[src/rtl/csfw_pkg.sv]
// Types, codes and defaults shared by the semaphore unit and its checker.
package csfw_pkg;

   localparam int CountWidth      = 16;
   localparam int IdFieldWidth    = 8;
   localparam int WaitersWidth    = 5;
   localparam int QueueDepthDflt  = 16;
   localparam int IdWidthDflt     = 8;
   localparam int IdWidthMax      = 16;

   typedef logic [CountWidth-1:0] count_type;

   localparam count_type CountMax   = {CountWidth{1'b1}};
   localparam count_type CountReset = count_type'(1);

   typedef enum logic {
      ActAcquire = 1'b0,
      ActRelease = 1'b1
   } action_type;

   typedef enum logic [2:0] {
      StGranted     = 3'd0,
      StBlocked     = 3'd1,
      StIncremented = 3'd2,
      StWoken       = 3'd3,
      StRefused     = 3'd4
   } status_type;

   typedef struct packed {
      action_type              action;
      logic [IdFieldWidth-1:0] requester_id;
   } req_payload_type;

   typedef struct packed {
      status_type              status;
      logic [IdFieldWidth-1:0] woken_id;
      count_type               count_now;
      logic [WaitersWidth-1:0] waiters_now;
   } rsp_payload_type;

endpackage

[src/rtl/csfw_waiter_ram.sv]
// Waiter id memory: one write port, one read port with registered read data.
module csfw_waiter_ram #(
   parameter int DEPTH = csfw_pkg::QueueDepthDflt,
   parameter int WIDTH = csfw_pkg::IdWidthDflt
) (
   input  logic                     clock,
   input  logic                     wr_en,
   input  logic [$clog2(DEPTH)-1:0] wr_addr,
   input  logic [WIDTH-1:0]         wr_data,
   input  logic                     rd_en,
   input  logic [$clog2(DEPTH)-1:0] rd_addr,
   output logic [WIDTH-1:0]         rd_data
);

   logic [WIDTH-1:0] mem_ff [DEPTH];
   logic [WIDTH-1:0] rd_data_ff;

   always_ff @(posedge clock) begin
      if (wr_en) begin
         mem_ff[wr_addr] <= wr_data;
      end
   end

   always_ff @(posedge clock) begin
      if (rd_en) begin
         rd_data_ff <= mem_ff[rd_addr];
      end
   end

   assign rd_data = rd_data_ff;

endmodule

[config.mk]
export PLATFORM = sky130hd
export DESIGN_NAME = csfw_waiter_ram
export DESIGN_NICKNAME = d
export VERILOG_FILES = /design/src/rtl/csfw_pkg.sv /design/src/rtl/csfw_waiter_ram.sv
export SDC_FILE = /design/constraint.sdc
export NUM_CORES = 1
export LEC_CHECK = 0
export BUFFER_PORTS_ARGS = -buffer_cell sky130_fd_sc_hd__buf_2
export CAP_MARGIN = 5
export CORE_MARGIN = 10
export CORE_UTILIZATION = 60
export CTS_CLUSTER_DIAMETER = 100
export CTS_CLUSTER_SIZE = 8
export DETAILED_ROUTE_END_ITERATION = 8
export PLACE_DENSITY = 0.85
export SYNTH_ARGS = -nofsm -noshare
export SYNTH_HDL_FRONTEND = slang
export SYNTH_SLANG_ARGS = --single-unit
[constraint.sdc]
create_clock -name clock -period 2 [get_ports clock]
set_input_delay 0.2 -clock clock [delete_from_list [all_inputs] [get_ports clock]]
set_output_delay 0.2 -clock clock [all_outputs]
set_load 0.005 [all_outputs]
# Yosys cells after proc, flatten, opt, wreduce, memory -nomap -nowiden
# Memories as Yosys holds them, arrays and structs flattened. A register that Yosys moved wholly into a read port is not among the register bits.
# Cells that the tools add are included.
word_totals:
  ff_bits: 0
  mem_bits_rw: 128
  in_bits: 19
  output_inout_bits: 8
  mem_count: 1
memory_table:
  columns: ["memory", "words", "width", "rd", "rd_clocked_by_memory_dff", "write_ports", "line", "source"]
  rows:
  - ["mem_ff", 16, 8, 1, 1, 1, "csfw_waiter_ram.sv:15", "logic [WIDTH-1:0] mem_ff [DEPTH];"]
op_classes:
  n_mux: 2
op_table:
  columns: ["cell", "n"]
  rows:
  - ["$mux W1", 2]

# Logic depth before layout (Yosys ltp)
logic_depth:
  depth_word: 2
  ltp_mapped: 5

# Least setup slack after synthesis
# OpenSTA, ideal clock, no wires.
synth_path:
  kind: "input -> register"
  startpoint: "input wr_addr[2]"
  endpoint: "memory mem_ff[0][0] (netlist bit) (enable)"
  setup_ns: 0.383
  t_arrival_ns: 1.310
  t_required_ns: 1.617
  path_slack_ns: 0.307
  stages: 2
  path_buffers: 0
  cell_sequence: "or3b_2 -> nor3_1"
synth_rtl:
  columns: ["item", "line", "source"]
  rows:
  - ["start: declaration", "csfw_waiter_ram.sv:8", "input logic [$clog2(DEPTH)-1:0] wr_addr,"]
  - ["end: declaration", "csfw_waiter_ram.sv:15", null]
# Straight into the memory's write port.

==> flow_metrics.env <==
export IMPL_status="completed"
export IMPL_total_leakage_power_nw=2.10
export IMPL_cts_sinks=136
export IMPL_numCtsBuffers=17
export IMPL_cp_required_ps=2250
export IMPL_design_core_area_sq_mm=0.00834
export IMPL_layout_drive_gt1_share_pct=32.0
export IMPL_num_vias=2546
export IMPL_post_cts_resized=0
export IMPL_syn_num_nets=248
export IMPL_fin_skew_ps=11.4
export IMPL_wl_mm=10.4
export IMPL_cp_start_kind="flip-flop"
export IMPL_synth_commonest_cells="edfxtp_1 (136), mux4_2 (18), a22oi_1 (16)"
export IMPL_use_met1_pct=21.4
export IMPL_min_period_ps=1560
export IMPL_syn_inst=229
export IMPL_rsz0062_at_grt="no"
export IMPL_critPathKind="flip-flop to flip-flop"
export IMPL_clk_pin_slew_worst_paths_ps=60
export IMPL_grt_max_degree=33
export IMPL_p_per_area_mw_per_mm2=1050
export IMPL_r2r_slack_ps=440
export IMPL_wl_per_cell_um=25.8
export IMPL_hold_violations=0
export IMPL_dpl_cell_area_sq_mm=0.00559
export IMPL_final_antenna_net_count=0
export IMPL_drc=0
export IMPL_slowest_stage="mux4_2"
export IMPL_cap_violations=0
export IMPL_worst_path_buf_inv=0
export IMPL_hp_class="input pin to flip-flop"
export IMPL_die_x_um=113
export IMPL_die_h_um=113
export IMPL_grt_use_met3_pct=5.18
export IMPL_max_stage_delay_ps=490
export IMPL_cts_hold_buffers_added=0
export IMPL_ys_ff_latch=136
export IMPL_drt_pass1_iter_count=4
export IMPL_grt_antenna_before_repair=0
export IMPL_grt_overflow=0
export IMPL_io_pin_count=27
export IMPL_viasPerCell=6.33
export IMPL_yosysTopAreaCell="edfxtp_1"
export IMPL_finalSetupViolCount=0
export IMPL_track_usage_pct=17.1
export IMPL_drt_iter0_drc=273
export IMPL_grt_busiest_layer="met2"
export IMPL_finalWeightedCongestion=0.762
export IMPL_worstMarginPinSlew_ps=607
export IMPL_path_max_fanout=1
export IMPL_initial_utilization_pct=62.7
export IMPL_crit_family="multiplexers"
export IMPL_fin_area_sq_mm=0.00616
export IMPL_htree_levels=4
export IMPL_io_buffer_count=26
export IMPL_syn_avg_cell_area_sq_um=22.8
export IMPL_seq_area_frac_synth_pct=78.1
export IMPL_tns_ps=0
export IMPL_cts_tree="yes"
export IMPL_nets=303
export IMPL_synthFlopType="edfxtp_1"
export IMPL_dpl_hpwl_mm=6.35
export IMPL_ctsLongestPathBuffers=2
export IMPL_total_power_mw=6.48
export IMPL_yosys_warnings=0
export IMPL_post_cts_buffers=0
export IMPL_clk_latency_ps=530
export IMPL_grt_pass1_vias=2647
export IMPL_yosysUniqueCellTypes=18
export IMPL_synth_area_sq_mm=0.00523
export IMPL_die_area_sq_mm=0.0128
export IMPL_drv_slew=0
export IMPL_synthTopCellsByArea="edfxtp_1 (78%), mux4_2 (7.8%), mux4_1 (7.0%)"
export IMPL_grt_pass1_wl_mm=16.0
export IMPL_fmax_mhz=642
export IMPL_worst_slack_ps=441
export IMPL_async_reset_ff_share_pct=0
export IMPL_diodes=0
export IMPL_slew_headroom_pct=59.4
export IMPL_end_kind="flip-flop"
export IMPL_clockRootBuffer="clkbuf_8"
export IMPL_arrival_ps=1810
export IMPL_dpl_worst_slack_ps=150
export IMPL_vdd_ir_drop_worst_mv=0.832
export IMPL_synth_top_area_share_pct=78.1
export IMPL_row_count=33
export IMPL_area_delta_synth_final_pct=17.8
export IMPL_synth_edf_count=136
export IMPL_nFillCells=452
export IMPL_yosysMostFrequentCell="edfxtp_1"
export IMPL_use_met2_pct=27.4
export IMPL_period_share_pct=77.9
export IMPL_path_cells="mux4_2, a22oi_1, nand2_1"
[path summary, 6_finish.rpt]
| check | depth (start not counted) | startpoint | to |
|---|---|---|---|
| worst min-delay path | 1 | rd_en | rd_data[1] |
| worst max-delay path | 3 | mem_ff[11][7] | rd_data[7] |
| worst min register to register | 3 | mem_ff[14][3] | rd_data[3] |
| worst max register to register | 3 | mem_ff[11][7] | rd_data[7] |
[report_power, final]
group	internal (mW)	total, mW	switching [mW]
Clock	1.78	2.95	1.17
Combinational	0.130	0.299	0.169
Sequential	3.21	3.23	0.0178
Total	5.12	6.48	1.36
[placed cells by master (no fill, tap or decap), drive strengths merged]
master	instances
edfxtp	136
buf	46
mux4	32
clkbuf	18
a22oi	16
nor2	13
nand2	9
clkinv	6
nor3	4
clkinvlp	3
inv	3
nand3b	2
nand2b	2
bufinv	2
nor2b	1
and2	1
and2b	1
nand3	1
or3b	1
[worst register-to-register path, delay by kind of cell, from the launching register on]
kind | cells | cell delay (ps)
and+or+nand+nor | 1 | 140
AOI/OAI and AO/OA | 1 | 290
DFF | 1 | 360
muxes | 1 | 490
[flip-flops by register name, summed over array words and instances (netlist names)]
name / cells
rd_data: 8
mem_ff: 128
[layout make-up]
type / count / area (sq um) / area share (%)
clock inverters: 14 / 149 / 2.42
well taps: 105 / 131 / 2.13
repair buffers: 46 / 318 / 5.16
flip-flops and latches: 136 / 4080 / 66.3
multi-input cells: 83 / 1060 / 17.2
clock buffers: 18 / 418 / 6.79
[layer usage]
layer / part of all wire, % / vias up
li1: - / 1091
met1: 39 / 1307
met2: 50 / 131
met3: 8.4 / 17
met4: 2.2 / 0
met5: 0 / -
[cells by family after synthesis]
| family | count (synthesis) | share of synthesized area [%] |
|---|---|---|
| buffers and inverters | 10 | 1.65 |
| multiplexers | 32 | 14.8 |
| AND/OR/NAND/NOR | 35 | 3.14 |
| flip-flops | 136 | 78.1 |
| AO/OA/AOI/OAI | 16 | 2.30 |
[stage by stage]
step	hold slack (ps)	utilization (%)	cells
after floorplan	299	-	229
after global placement	563	67.0	370
after detailed placement	574	67.0	370
after CTS	21.5	73.8	402
after global routing	19.5	73.8	402
final	31.8	73.8	402
Power figures use the tool's default switching activity.
